## src/thrl_pkg.sv

```systemverilog
// Shared types, constants and codes for the pose history ring lookup.
`default_nettype none
package thrl_pkg;

    // Ring geometry
    localparam int MAX_ENTRIES = 16;
    localparam int IDX_W       = (MAX_ENTRIES > 1) ? $clog2(MAX_ENTRIES) : 1;
    localparam int LEN_W       = $clog2(MAX_ENTRIES + 1);

    // Field widths
    localparam int TIME_W  = 32;
    localparam int DELTA_W = 20;
    localparam int ACC_W   = 21;
    localparam int LOC_W   = 32;
    localparam int ANG_W   = 16;
    localparam int LCNT_W  = 5;
    localparam int CFG_W   = 20;
    localparam int CFG_A_W = 2;

    // Register reset values
    localparam logic [DELTA_W-1:0] INTERVAL_RST = DELTA_W'(33000);
    localparam logic [LCNT_W-1:0]  LCNT_RST     = LCNT_W'(11);

    // Configuration register indexes
    localparam logic [CFG_A_W-1:0] REG_INTERVAL  = 2'd0;
    localparam logic [CFG_A_W-1:0] REG_ENTRIES   = 2'd1;
    localparam logic [CFG_A_W-1:0] REG_AUTHORITY = 2'd2;

    typedef enum logic [1:0] {
        CMD_TICK   = 2'd0,
        CMD_QUERY  = 2'd1,
        CMD_CLEAR  = 2'd2,
        CMD_RECORD = 2'd3
    } cmd_t;

    typedef enum logic [2:0] {
        ST_IDLE,
        ST_SCAN,
        ST_LAST,
        ST_FETCH,
        ST_REPLY
    } state_t;

    // One stored pose
    typedef struct packed {
        logic signed [LOC_W-1:0] x;
        logic signed [LOC_W-1:0] y;
        logic signed [LOC_W-1:0] z;
        logic signed [ANG_W-1:0] pitch;
        logic signed [ANG_W-1:0] yaw;
        logic signed [ANG_W-1:0] roll;
    } pose_t;

    // Sequencer to compare unit
    typedef struct packed {
        logic             init;
        logic             cmp_en;
        logic [IDX_W-1:0] cmp_idx;
    } scan_ctl_t;

endpackage
`default_nettype wire

```

## src/thrl_store.sv

```systemverilog
// Ring storage: time and pose memories with per-entry valid bits.
`default_nettype none
module thrl_store (
    input  wire logic                          clk,
    input  wire logic                          rst_n,
    input  wire logic                          clr,
    input  wire logic                          wr_en,
    input  wire logic [thrl_pkg::IDX_W-1:0]    wr_idx,
    input  wire logic [thrl_pkg::TIME_W-1:0]   wr_time,
    input  wire thrl_pkg::pose_t               wr_pose,
    input  wire logic [thrl_pkg::IDX_W-1:0]    time_rd_idx,
    output logic      [thrl_pkg::TIME_W-1:0]   time_rd,
    input  wire logic [thrl_pkg::IDX_W-1:0]    pose_rd_idx,
    output thrl_pkg::pose_t                    pose_rd
);

    logic [thrl_pkg::TIME_W-1:0] time_mem [thrl_pkg::MAX_ENTRIES];
    thrl_pkg::pose_t             pose_mem [thrl_pkg::MAX_ENTRIES];

    logic [thrl_pkg::MAX_ENTRIES-1:0] valid_reg;
    logic [thrl_pkg::MAX_ENTRIES-1:0] valid_next;
    logic [thrl_pkg::TIME_W-1:0]      time_rd_reg;
    logic                             time_vld_reg;
    thrl_pkg::pose_t                  pose_rd_reg;
    logic                             pose_vld_reg;

    // Valid bits: clear empties the whole ring at once
    always_comb
    begin
        valid_next = valid_reg;
        if (clr)
        begin
            valid_next = '0;
        end
        else if (wr_en)
        begin
            valid_next[wr_idx] = 1'b1;
        end
    end

    always_ff @(posedge clk or negedge rst_n)
    begin
        if (!rst_n)
        begin
            valid_reg <= '0;
        end
        else
        begin
            valid_reg <= valid_next;
        end
    end

    // Time memory, one write and one registered read
    always_ff @(posedge clk)
    begin
        if (wr_en)
        begin
            time_mem[wr_idx] <= wr_time;
        end
        time_rd_reg  <= time_mem[time_rd_idx];
        time_vld_reg <= valid_reg[time_rd_idx];
    end

    // Pose memory, one write and one registered read
    always_ff @(posedge clk)
    begin
        if (wr_en)
        begin
            pose_mem[wr_idx] <= wr_pose;
        end
        pose_rd_reg  <= pose_mem[pose_rd_idx];
        pose_vld_reg <= valid_reg[pose_rd_idx];
    end

    // Unwritten entries read as zero
    assign time_rd = time_vld_reg ? time_rd_reg : '0;
    assign pose_rd = pose_vld_reg ? pose_rd_reg : '0;

endmodule
`default_nettype wire

```

## src/thrl_scan.sv

```systemverilog
// Shared subtract-compare unit tracking the nearest stored time.
`default_nettype none
module thrl_scan (
    input  wire logic                        clk,
    input  wire logic                        rst_n,
    input  wire thrl_pkg::scan_ctl_t         ctl,
    input  wire logic [thrl_pkg::TIME_W-1:0] entry_time,
    input  wire logic [thrl_pkg::TIME_W-1:0] query_time,
    output logic                             have,
    output logic      [thrl_pkg::IDX_W-1:0]  best_idx
);

    logic                          have_reg;
    logic                          have_next;
    logic [thrl_pkg::IDX_W-1:0]    best_idx_reg;
    logic [thrl_pkg::IDX_W-1:0]    best_idx_next;
    logic [thrl_pkg::TIME_W-1:0]   best_d_reg;
    logic [thrl_pkg::TIME_W-1:0]   best_d_next;
    logic [thrl_pkg::TIME_W:0]     diff_tq;
    logic [thrl_pkg::TIME_W-1:0]   diff_qt;
    logic [thrl_pkg::TIME_W-1:0]   abs_dist;
    logic                          take;

    // Absolute distance: both differences in parallel, borrow selects
    assign diff_tq  = {1'b0, entry_time} - {1'b0, query_time};
    assign diff_qt  = query_time - entry_time;
    assign abs_dist = diff_tq[thrl_pkg::TIME_W] ? diff_qt : diff_tq[thrl_pkg::TIME_W-1:0];

    // Empty entries skipped; strictly smaller wins so ties keep lowest index
    assign take = ctl.cmp_en && (entry_time != '0) &&
                  (!have_reg || (abs_dist < best_d_reg));

    always_comb
    begin
        have_next     = have_reg;
        best_idx_next = best_idx_reg;
        best_d_next   = best_d_reg;
        if (ctl.init)
        begin
            have_next = 1'b0;
        end
        else if (take)
        begin
            have_next     = 1'b1;
            best_idx_next = ctl.cmp_idx;
            best_d_next   = abs_dist;
        end
    end

    always_ff @(posedge clk or negedge rst_n)
    begin
        if (!rst_n)
        begin
            have_reg <= 1'b0;
        end
        else
        begin
            have_reg <= have_next;
        end
    end

    always_ff @(posedge clk)
    begin
        best_idx_reg <= best_idx_next;
        best_d_reg   <= best_d_next;
    end

    assign have     = have_reg;
    assign best_idx = best_idx_reg;

endmodule
`default_nettype wire

```

## src/thrl_seq.sv

```systemverilog
// Query sequencer: walks the ring one entry a cycle, then fetches the winner.
`default_nettype none
module thrl_seq (
    input  wire logic                       clk,
    input  wire logic                       rst_n,
    input  wire logic                       go_query,
    input  wire logic [thrl_pkg::LEN_W-1:0] ring_len,
    output logic                            busy,
    output logic                            reply,
    output logic      [thrl_pkg::IDX_W-1:0] rd_idx,
    output thrl_pkg::scan_ctl_t             ctl
);

    thrl_pkg::state_t              state_reg;
    thrl_pkg::state_t              state_next;
    logic [thrl_pkg::IDX_W-1:0]    idx_reg;
    logic [thrl_pkg::IDX_W-1:0]    idx_next;
    logic                          cmp_en_reg;
    logic [thrl_pkg::IDX_W-1:0]    cmp_idx_reg;
    logic [thrl_pkg::IDX_W-1:0]    last_idx;
    logic [thrl_pkg::LEN_W-1:0]    len_m1;
    logic                          issue;

    assign len_m1   = ring_len - thrl_pkg::LEN_W'(1);
    assign last_idx = len_m1[thrl_pkg::IDX_W-1:0];

    // Next state
    always_comb
    begin
        state_next = state_reg;
        idx_next   = idx_reg;
        unique case (state_reg)
            thrl_pkg::ST_IDLE:
            begin
                idx_next = '0;
                if (go_query)
                begin
                    state_next = thrl_pkg::ST_SCAN;
                end
            end
            thrl_pkg::ST_SCAN:
            begin
                idx_next = idx_reg + thrl_pkg::IDX_W'(1);
                if (idx_reg == last_idx)
                begin
                    state_next = thrl_pkg::ST_LAST;
                end
            end
            thrl_pkg::ST_LAST:  state_next = thrl_pkg::ST_FETCH;
            thrl_pkg::ST_FETCH: state_next = thrl_pkg::ST_REPLY;
            thrl_pkg::ST_REPLY: state_next = thrl_pkg::ST_IDLE;
            default:            state_next = thrl_pkg::ST_IDLE;
        endcase
    end

    // Outputs
    always_comb
    begin
        busy  = 1'b1;
        reply = 1'b0;
        issue = 1'b0;
        unique case (state_reg)
            thrl_pkg::ST_IDLE:  busy  = 1'b0;
            thrl_pkg::ST_SCAN:  issue = 1'b1;
            thrl_pkg::ST_LAST:  issue = 1'b0;
            thrl_pkg::ST_FETCH: issue = 1'b0;
            thrl_pkg::ST_REPLY: reply = 1'b1;
            default:            busy  = 1'b0;
        endcase
    end

    always_ff @(posedge clk or negedge rst_n)
    begin
        if (!rst_n)
        begin
            state_reg  <= thrl_pkg::ST_IDLE;
            idx_reg    <= '0;
            cmp_en_reg <= 1'b0;
        end
        else
        begin
            state_reg  <= state_next;
            idx_reg    <= idx_next;
            cmp_en_reg <= issue;
        end
    end

    // Read data returns in the cycle after issue; the compare tag is registered alongside it
    always_ff @(posedge clk)
    begin
        cmp_idx_reg <= idx_reg;
    end

    assign rd_idx      = idx_reg;
    assign ctl.init    = go_query;
    assign ctl.cmp_en  = cmp_en_reg;
    assign ctl.cmp_idx = cmp_idx_reg;

endmodule
`default_nettype wire

```

## src/timestamped_history_ring_lookup_core.sv

```systemverilog
// Top level: command decode, record path, configuration and result registers.
//
//  channel   | handshake           | payload
//  ----------+---------------------+-------------------------------------------------
//  command   | start / busy        | command, delta_time, now_time, pos_*, ang_*, query_time
//  result    | done (1-cycle)      | found, recorded, hit_x/y/z, hit_pitch/yaw/roll
//  config    | cfg_we              | cfg_addr, cfg_wdata
//
// Tick, clear and record-now finish at the accepting edge; done strobes the next cycle.
// Query: busy through SCAN, LAST, FETCH and REPLY, and done is registered from REPLY;
// one entry a cycle in SCAN through the single time read port and subtract-compare unit.
// Reset clears the valid bits at once, so there is no clearing pass.
// The receiver cannot stall: done strobes for one cycle only; result fields hold until the next result.
`default_nettype none
module timestamped_history_ring_lookup_core (
    input  wire logic                              clk,
    input  wire logic                              rst_n,
    input  wire logic                              start,
    output logic                                   busy,
    input  wire logic [1:0]                        command,
    input  wire logic [thrl_pkg::DELTA_W-1:0]      delta_time,
    input  wire logic [thrl_pkg::TIME_W-1:0]       now_time,
    input  wire logic signed [thrl_pkg::LOC_W-1:0] pos_x,
    input  wire logic signed [thrl_pkg::LOC_W-1:0] pos_y,
    input  wire logic signed [thrl_pkg::LOC_W-1:0] pos_z,
    input  wire logic signed [thrl_pkg::ANG_W-1:0] ang_pitch,
    input  wire logic signed [thrl_pkg::ANG_W-1:0] ang_yaw,
    input  wire logic signed [thrl_pkg::ANG_W-1:0] ang_roll,
    input  wire logic [thrl_pkg::TIME_W-1:0]       query_time,
    output logic                                   done,
    output logic                                   found,
    output logic                                   recorded,
    output logic signed [thrl_pkg::LOC_W-1:0]      hit_x,
    output logic signed [thrl_pkg::LOC_W-1:0]      hit_y,
    output logic signed [thrl_pkg::LOC_W-1:0]      hit_z,
    output logic signed [thrl_pkg::ANG_W-1:0]      hit_pitch,
    output logic signed [thrl_pkg::ANG_W-1:0]      hit_yaw,
    output logic signed [thrl_pkg::ANG_W-1:0]      hit_roll,
    input  wire logic                              cfg_we,
    input  wire logic [thrl_pkg::CFG_A_W-1:0]      cfg_addr,
    input  wire logic [thrl_pkg::CFG_W-1:0]        cfg_wdata
);

    // Configuration registers
    logic [thrl_pkg::DELTA_W-1:0] interval_reg;
    logic [thrl_pkg::LCNT_W-1:0]  entries_reg;
    logic                         authority_reg;

    // Ring control state
    logic [thrl_pkg::IDX_W-1:0]   ptr_reg;
    logic [thrl_pkg::IDX_W-1:0]   ptr_next;
    logic [thrl_pkg::ACC_W-1:0]   acc_reg;
    logic [thrl_pkg::ACC_W-1:0]   acc_next;
    logic [thrl_pkg::TIME_W-1:0]  query_reg;

    // Result registers
    logic                         done_reg;
    logic                         done_next;
    logic                         found_reg;
    logic                         found_next;
    logic                         recorded_reg;
    logic                         recorded_next;
    thrl_pkg::pose_t              hit_reg;
    thrl_pkg::pose_t              hit_next;

    logic                         accept;
    thrl_pkg::cmd_t               cmd;
    logic [thrl_pkg::LEN_W-1:0]   ring_len;
    logic [thrl_pkg::ACC_W:0]     acc_sum;
    logic [thrl_pkg::ACC_W-1:0]   acc_sat;
    logic                         tick_due;
    logic                         wr_en;
    logic                         clr;
    logic                         go_query;
    logic [thrl_pkg::IDX_W-1:0]   wr_idx;
    logic [thrl_pkg::LEN_W:0]     wr_idx_p1;
    thrl_pkg::pose_t              wr_pose;
    logic                         reply;
    logic [thrl_pkg::IDX_W-1:0]   rd_idx;
    thrl_pkg::scan_ctl_t          scan_ctl;
    logic [thrl_pkg::TIME_W-1:0]  time_rd;
    thrl_pkg::pose_t              pose_rd;
    logic                         have;
    logic [thrl_pkg::IDX_W-1:0]   best_idx;

    assign accept   = start && !busy;
    assign cmd      = thrl_pkg::cmd_t'(command);
    assign go_query = accept && (cmd == thrl_pkg::CMD_QUERY);
    assign clr      = accept && (cmd == thrl_pkg::CMD_CLEAR);

    // Ring length, clamped to 1..MAX_ENTRIES
    always_comb
    begin
        priority if (entries_reg == '0)
        begin
            ring_len = thrl_pkg::LEN_W'(1);
        end
        else if (32'(entries_reg) > 32'(thrl_pkg::MAX_ENTRIES))
        begin
            ring_len = thrl_pkg::LEN_W'(thrl_pkg::MAX_ENTRIES);
        end
        else
        begin
            ring_len = thrl_pkg::LEN_W'(entries_reg);
        end
    end

    // Tick accumulator, saturating
    assign acc_sum  = {1'b0, acc_reg} + (thrl_pkg::ACC_W + 1)'(delta_time);
    assign acc_sat  = acc_sum[thrl_pkg::ACC_W] ? '1 : acc_sum[thrl_pkg::ACC_W-1:0];
    assign tick_due = acc_sat >= thrl_pkg::ACC_W'(interval_reg);

    assign wr_en = accept && ((cmd == thrl_pkg::CMD_RECORD) ||
                   ((cmd == thrl_pkg::CMD_TICK) && authority_reg && tick_due));

    // Write slot: a pointer past the ring restarts at entry zero
    assign wr_idx    = ((thrl_pkg::LEN_W)'(ptr_reg) >= ring_len) ? '0 : ptr_reg;
    assign wr_idx_p1 = (thrl_pkg::LEN_W + 1)'(wr_idx) + (thrl_pkg::LEN_W + 1)'(1);

    assign wr_pose.x     = pos_x;
    assign wr_pose.y     = pos_y;
    assign wr_pose.z     = pos_z;
    assign wr_pose.pitch = ang_pitch;
    assign wr_pose.yaw   = ang_yaw;
    assign wr_pose.roll  = ang_roll;

    // Pointer and accumulator update
    always_comb
    begin
        ptr_next = ptr_reg;
        acc_next = acc_reg;
        if (clr)
        begin
            ptr_next = '0;
            acc_next = '0;
        end
        else
        begin
            if (wr_en)
            begin
                ptr_next = (wr_idx_p1 == (thrl_pkg::LEN_W + 1)'(ring_len)) ? '0 :
                           wr_idx_p1[thrl_pkg::IDX_W-1:0];
            end
            if (accept && (cmd == thrl_pkg::CMD_TICK) && authority_reg)
            begin
                acc_next = tick_due ? '0 : acc_sat;
            end
        end
    end

    // Result register load
    always_comb
    begin
        done_next     = 1'b0;
        found_next    = found_reg;
        recorded_next = recorded_reg;
        hit_next      = hit_reg;
        if (accept && (cmd != thrl_pkg::CMD_QUERY))
        begin
            done_next     = 1'b1;
            found_next    = 1'b0;
            recorded_next = wr_en;
            hit_next      = '0;
        end
        else if (reply)
        begin
            done_next     = 1'b1;
            found_next    = have;
            recorded_next = 1'b0;
            hit_next      = have ? pose_rd : '0;
        end
    end

    always_ff @(posedge clk or negedge rst_n)
    begin
        if (!rst_n)
        begin
            interval_reg  <= thrl_pkg::INTERVAL_RST;
            entries_reg   <= thrl_pkg::LCNT_RST;
            authority_reg <= 1'b1;
            ptr_reg       <= '0;
            acc_reg       <= '0;
            done_reg      <= 1'b0;
        end
        else
        begin
            // Configuration writes; unknown indexes are dropped
            if (cfg_we)
            begin
                unique case (cfg_addr)
                    thrl_pkg::REG_INTERVAL:  interval_reg  <= cfg_wdata;
                    thrl_pkg::REG_ENTRIES:   entries_reg   <= cfg_wdata[thrl_pkg::LCNT_W-1:0];
                    thrl_pkg::REG_AUTHORITY: authority_reg <= cfg_wdata[0];
                    default:                 authority_reg <= authority_reg;
                endcase
            end
            ptr_reg  <= ptr_next;
            acc_reg  <= acc_next;
            done_reg <= done_next;
        end
    end

    always_ff @(posedge clk)
    begin
        if (go_query)
        begin
            query_reg <= query_time;
        end
        found_reg    <= found_next;
        recorded_reg <= recorded_next;
        hit_reg      <= hit_next;
    end

    thrl_seq u_seq (
        .clk      (clk),
        .rst_n    (rst_n),
        .go_query (go_query),
        .ring_len (ring_len),
        .busy     (busy),
        .reply    (reply),
        .rd_idx   (rd_idx),
        .ctl      (scan_ctl)
    );

    thrl_store u_store (
        .clk         (clk),
        .rst_n       (rst_n),
        .clr         (clr),
        .wr_en       (wr_en),
        .wr_idx      (wr_idx),
        .wr_time     (now_time),
        .wr_pose     (wr_pose),
        .time_rd_idx (rd_idx),
        .time_rd     (time_rd),
        .pose_rd_idx (best_idx),
        .pose_rd     (pose_rd)
    );

    thrl_scan u_scan (
        .clk        (clk),
        .rst_n      (rst_n),
        .ctl        (scan_ctl),
        .entry_time (time_rd),
        .query_time (query_reg),
        .have       (have),
        .best_idx   (best_idx)
    );

    assign done      = done_reg;
    assign found     = found_reg;
    assign recorded  = recorded_reg;
    assign hit_x     = hit_reg.x;
    assign hit_y     = hit_reg.y;
    assign hit_z     = hit_reg.z;
    assign hit_pitch = hit_reg.pitch;
    assign hit_yaw   = hit_reg.yaw;
    assign hit_roll  = hit_reg.roll;

endmodule
`default_nettype wire

```

## config.mk

```make
export PLATFORM = sky130hd
export DESIGN_NAME = timestamped_history_ring_lookup_core
export DESIGN_NICKNAME = d
export VERILOG_FILES = /design/src/thrl_pkg.sv /design/src/thrl_store.sv /design/src/thrl_scan.sv /design/src/thrl_seq.sv /design/src/timestamped_history_ring_lookup_core.sv
export SDC_FILE = /design/constraint.sdc
export NUM_CORES = 2
export LEC_CHECK = 0
export BUFFER_PORTS_ARGS = -buffer_cell sky130_fd_sc_hd__buf_2
export CORE_ASPECT_RATIO = 1.25
export CORE_MARGIN = 10
export CORE_UTILIZATION = 50
export CTS_CLUSTER_SIZE = 25
export DETAILED_ROUTE_END_ITERATION = 10
export PLACE_DENSITY = 0.69
export SYNTH_ARGS = -nofsm -noshare
export SYNTH_HDL_FRONTEND = slang
export SYNTH_SLANG_ARGS = --single-unit
export TNS_END_PERCENT = 5
```

## constraint.sdc

```tcl
create_clock -name clk -period 15.44 [get_ports clk]
set_input_delay 3.088 -clock clk [delete_from_list [all_inputs] [get_ports clk]]
set_output_delay 3.088 -clock clk [all_outputs]
set_load 0.02 [all_outputs]
```

# Word-level counts from Yosys, hierarchy flattened
# Memory sizes are Yosys's and may differ from the RTL's. A register that Yosys moved wholly into a read port is not among the register bits.
# Index checks and enable logic that the tools add are counted.
# word_totals
reg_bits,297
latch_bits,0
ram_bits,2816
mem_bits_ro,0
in_bits,256
memories,2
# op_classes
addsub,6
n_mul,0
n_div,0
order_cmp,8
n_eq_ne,14
shifts,0
n_mux,37
n_bitwise,2
n_reduce_logical,32
# mem_list
memory,words,width,read_ports,rd_ports_with_merged_regs,wr,line,text
u_store.pose_mem,16,144,1,1,1,thrl_store.sv:18,thrl_pkg::pose_t pose_mem [thrl_pkg::MAX_ENTRIES];
u_store.time_mem,16,32,1,1,1,thrl_store.sv:17,logic [thrl_pkg::TIME_W-1:0] time_mem [thrl_pkg::MAX_ENTRIES];
# ops
op,n
two-way mux 144 bit,2
two-way mux 21 bit,4
two-way mux 32 bit,2
subtractor 32 x 32 -> 33 bit,1
less-than comparator 32 bit,1
two-way mux 16 bit,2
nonzero test 32 bit,1
subtractor 32 bit,1
adder 21 x 20 -> 22 bit,1
greater-or-equal comparator 21 x 20 -> 1 bit,1
two-way mux 4 bit,4
OR 16 bit,1
less-than comparator 4 x 5 -> 1 bit (second input constant),3
two-way mux 1 bit,14
logical AND 1 bit,12
case mux 3 bit (4 select lines),1
two-way mux 5 bit,2
AND reduction 2 bit,5
nonzero test 2 bit,5
binary-select mux 1 bit (select 4 bit),2
case mux 4 bit (2 select lines),1
equality test 2 bit (second input constant),3
equality test 3 x 2 -> 1 bit (second input constant),2
two-way mux 3 bit,2
other kinds (21),26

# Longest topological paths before layout
# logic_depth
ltp_word,12
mapped_depth,27
mapped_depth_nobuf,23

# By module
# Synthesis repeated with hierarchy kept, for this count alone.
# hier_totals
cells_unflattened,6074
hier_area_um2,126852.9
# by_module_without_submodules
mod,n_inst,cells_per_inst,area_per_inst_um2,seq_area_each_um2
thrl_store,1,4557,111618.3,88524.9
timestamped_history_ring_lookup_core,1,781,9175.0,5206.2
thrl_scan,1,682,5479.0,1106.1
thrl_seq,1,54,580.6,280.3

# Worst setup path before layout
# Ideal clock, no wire load.
# synth_timing
path_type,in2reg
startpoint,input delta_time[10] (netlist name)
endpoint,memory u_store.pose_mem[0][0] (netlist name) (enable)
setup_time_ns,0.559
t_arrival_ns,10.603
slack_ns,4.278
stages,20
n_path_buf,2
cell_sequence,ha_1 a21o_1 a21o_1 a21oi_1 o221ai_1 o211a_1 a21oi_1 buf_2 nand2b_1 ha_1 nor2b_1 o21ai_0 a21boi_0 o31a_1 o31ai_1 a31oi_1 o21ai_2 nand2_2 buf_2 and3_1
# synth_between
elab_chain_len,8
# synth_rtl
item,line,text
start: declaration,timestamped_history_ring_lookup_core.sv:21,"input wire logic [thrl_pkg::DELTA_W-1:0] delta_time,"
adder 21 x 20 -> 22 bit,timestamped_history_ring_lookup_core.sv:109,"assign acc_sum = {1'b0, acc_reg} + (thrl_pkg::ACC_W + 1)'(delta_time);"
two-way mux 21 bit,timestamped_history_ring_lookup_core.sv:110,assign acc_sat = acc_sum[thrl_pkg::ACC_W] ? '1 : acc_sum[thrl_pkg::ACC_W-1:0];
greater-or-equal comparator 21 x 20 -> 1 bit,timestamped_history_ring_lookup_core.sv:111,assign tick_due = acc_sat >= thrl_pkg::ACC_W'(interval_reg);
logical AND 1 bit,timestamped_history_ring_lookup_core.sv:114,((cmd == thrl_pkg::CMD_TICK) && authority_reg && tick_due));
logical OR 1 bit,timestamped_history_ring_lookup_core.sv:113,assign wr_en = accept && ((cmd == thrl_pkg::CMD_RECORD) ||
logical AND 1 bit,timestamped_history_ring_lookup_core.sv:113,
two-way mux 1 bit,thrl_store.sv:67,if (wr_en)
two-way mux 1 bit (implied by the code),thrl_store.sv:69,pose_mem[wr_idx] <= wr_pose;
end: declaration,thrl_store.sv:18,
# No other way between the ends.

# Final worst setup path
# layout_timing
startpoint,input delta_time[1] (netlist name)
endpoint,memory u_store.pose_mem[15][112] (netlist name) (enable)
# Same word-level chain as after synthesis.

==> flow_summary_export.csv <==
group,metric,value,unit
outcome,status,"completed",
worst_setup_path,critPathCaptureType,"flip-flop",
routing,drt_iter0_markers,6455,
routing,routed_wl,304,mm
clock_tree,clk_pin_slew,0.06,ns
worst_setup_path,max_stage_delay,0.80,ns
worst_setup_path,crit_required,15.89,ns
synthesis,synth_area_leader_cell,"edfxtp_1",
pwr,p_leak,0.0477,uW
final_layout,fin_nets,6996,
final_layout,final_util,0.569,
die,fp.dieH,581,um
worst_setup_path,cp_top_family,"compound AO/OA/AOI/OAI gates",
worst_setup_path,critPathBufInv,3,
worst_setup_path,start_kind,"primary input",
clock_tree,cts_tree,"done",
synthesis,synth.top_cell.area_share,0.689,
final_layout,layout-drive-gt1-share,0.268,
final_layout,fin_area,142000,um^2
synthesis,synth_edf_count,2885,
global_route,grt-ovfl-total,0,
final_layout,final_cell_mix,"edfxtp_1, mux4_2, buf_2, clkbuf_16, dfxtp_1",
pwr,peakVddDrop,0.136,mV
synthesis,synth_warnings,0,
synthesis,synth_cells,6098,
routing,ant_nets,0,
job,maxCapViolations,0,
sta,tightestPinTransition,1.19,ns
clock_tree,clk_latency,0.87,ns
synthesis,synthFlopType,"edfxtp_1",
pwr,powerDensity,168,nW/um^2
routing,wire_per_inst,29.8,um
synthesis,yosysSeqAreaShare,0.756,
sta,fmax,107,MHz
placed_design,hpwl,174,mm
clock_tree,postCtsSetupBuffers,0,
placed_design,placed_cell_area,132000,um^2
worst_setup_path,arrival,9.83,ns
clock_tree,numCtsBuffers,325,
sta,fin_skew,0.0477,ns
placed_design,dp.cells,9579,
sta,hold_violations,0,
sta,slew_headroom,0.205,
placed_design,place.gp.congestion,0.841,
routing,post-route-drc-count,0,
die,core_area,250000,um^2
clock_tree,holdBufCountCts,0,
synthesis,synth-seq-cells,3289,
clock_tree,clkSinkCount,3289,
synthesis,synthTopCellsByArea,"edfxtp_1, mux4_2, dfxtp_1, ha_1, dfrtp_1",
die,die_w,469,um
global_route,grt_usage,0.221,
hold_path,min_path_type,"reg -> reg",
final_layout,final_cells,10203,
die,io_pins,404,
placed_design,port_buffers,403,
routing,num_vias,62132,
global_route,grt_max_degree,150,
synthesis,async_flop_share,0.0234,
sta,final.setup.worst_slack,6.06,ns
sta,post-route-min-period,9.38,ns
worst_setup_path,crit_chain,"buf_2 -> ha_1 -> a21o_1 -> a21oi_1 -> o21ai_0 -> a31oi_1 -> o211ai_1 -> o31a_1 -> xnor2_1 -> nand2_1 -> ha_1 -> o2111ai_1 -> a211oi_1 -> o31ai_1 -> a31oi_1 -> o21ai_2 -> nand2_2 -> and3_4 -> buf_4 -> buf_4",
clock_tree,htree_levels,5,
clock_tree,clockBufferDepth,4,
sta,rsz0062_at_grt,"false",
die,fp-row-count,205,
final_layout,largest_reg_flops,2304,
die,start_util,0.503,
global_route,antenna_found_initial,97,
placed_design,place_ws,5.26,ns
routing,first_pass_iters,5,
synthesis,synth_area_per_cell,20.6,um^2
die,die_area,272000,um^2
global_route,grt_pass1_vias,64142,
worst_setup_path,slowest_stage,"buf_4",
clock_tree,root_buffer,"clkbuf_16",
sta,setup_viol,0,
global_route,grt_first_pass_wirelength,447,mm
final_layout,layout_commonest_cell,"edfxtp_1",
final_layout,fill_cells,18224,
clock_tree,cts_resized,0,
final_layout,syn2layout_area_growth,13.1,%
worst_setup_path,crit_fanout,47,
synthesis,synth.distinct_cells,82,
synthesis,syn_nets,6500,
synthesis,synth_area,126000,um^2
sta,fin_setup_tns,0,ns
routing,via_per_inst,6.09,
worst_setup_path,worstSetupPathType,"in -> reg",
sta,timing.final.max_slew_violations,0,
sta,period_share,0.607,
-- cells by family (layout without fill, tap and decap cells) --
| group | after synthesis | in the layout | synth area share |
|---|---|---|---|
| buffers and inverters | 458 | 1221 | 0.0142 |
| other | 0 | 30 | 0 |
| muxes | 947 | 947 | 0.153 |
| DFF | 3289 | 3289 | 0.756 |
| AOI/OAI and AO/OA | 719 | 719 | 0.0400 |
| and+or+nand+nor | 481 | 481 | 0.0180 |
| xor gates and xnor gates | 58 | 58 | 0.00404 |
| adders and majority gates | 146 | 146 | 0.0146 |
-- path summary, 6_finish.rpt --
path	startpoint	end	slack [ns]	cells after the start
setup reg to reg	acc_reg[1]	u_store.pose_mem[15][112]	8.00	19
max in group asynchronous	rst_n	u_seq.rd_idx[0]	12.25	1
hold / removal	u_seq.cmp_idx_reg[2]	u_scan.best_idx[2]	0.40	0
setup / recovery	delta_time[1]	u_store.pose_mem[15][112]	6.06	20
min in group asynchronous	rst_n	acc_reg[4]	2.38	1
hold reg to reg	u_seq.cmp_idx_reg[2]	u_scan.best_idx[2]	0.40	0
-- power breakdown --
part / total (uW) / switching (uW) / internal, uW
combinational: 5480 / 2970 / 2510
sequential: 10600 / 334 / 10300
clock: 7750 / 3290 / 4470
total: 23900 / 6600 / 17300
-- cell usage after synthesis, drive strengths merged (5+ instances only) --
| cell | count |
|---|---|
| edfxtp | 2885 |
| mux4 | 778 |
| dfxtp | 327 |
| clkbuf | 236 |
| nand2 | 180 |
| ha | 144 |
| inv | 137 |
| o21ai | 137 |
| mux2i | 135 |
| a21oi | 134 |
| nor2 | 130 |
| a22oi | 110 |
| buf | 85 |
| a22o | 82 |
| dfrtp | 68 |
| a21o | 65 |
| a221oi | 36 |
| mux2 | 34 |
| xnor2 | 33 |
| and3 | 29 |
| a211oi | 26 |
| nor2b | 25 |
| xor2 | 25 |
| nand2b | 21 |
| nand4 | 20 |
| a32o | 16 |
| nand3 | 15 |
| a31oi | 14 |
| nor3 | 14 |
| o21a | 13 |
| o21bai | 13 |
| and2 | 11 |
| dfstp | 9 |
| nor4 | 9 |
| o211ai | 9 |
| a211o | 8 |
| nand3b | 8 |
| o31ai | 8 |
| nor3b | 7 |
| a21boi | 5 |
| o31a | 5 |
-- routing by layer --
metal / vias to the layer above / global-route usage / wire, um / share of wire
met5: - / 0 / 377 / 0.0012
met4: 58 / 0.0535 / 7190 / 0.024
met3: 532 / 0.0471 / 23400 / 0.077
met2: 2486 / 0.361 / 150000 / 0.49
met1: 32887 / 0.306 / 124000 / 0.41
li1: 26169 / - / - / -
-- through the flow --
stage	total power [uW]	hold WS (ns)
after detailed placement	16400	0.389
after global placement	16300	0.386
after floorplan	14600	0.345
final	23900	0.403
after global routing	24800	0.397
after CTS	24100	0.389
-- final cells by class --
cell class	instances	area, um^2	area share
Sequential cell	3289	95100	0.669
Multi-Input combinational cell	2351	29000	0.204
Clock buffer	432	9060	0.0637
Tap cell	3312	4140	0.0291
Timing Repair Buffer	490	2850	0.0200
Clock inverter	162	1420	0.00999
Inverter	137	514	0.00362
Antenna cell	30	75.1	0.000528
(Power assumes the default switching activity.)
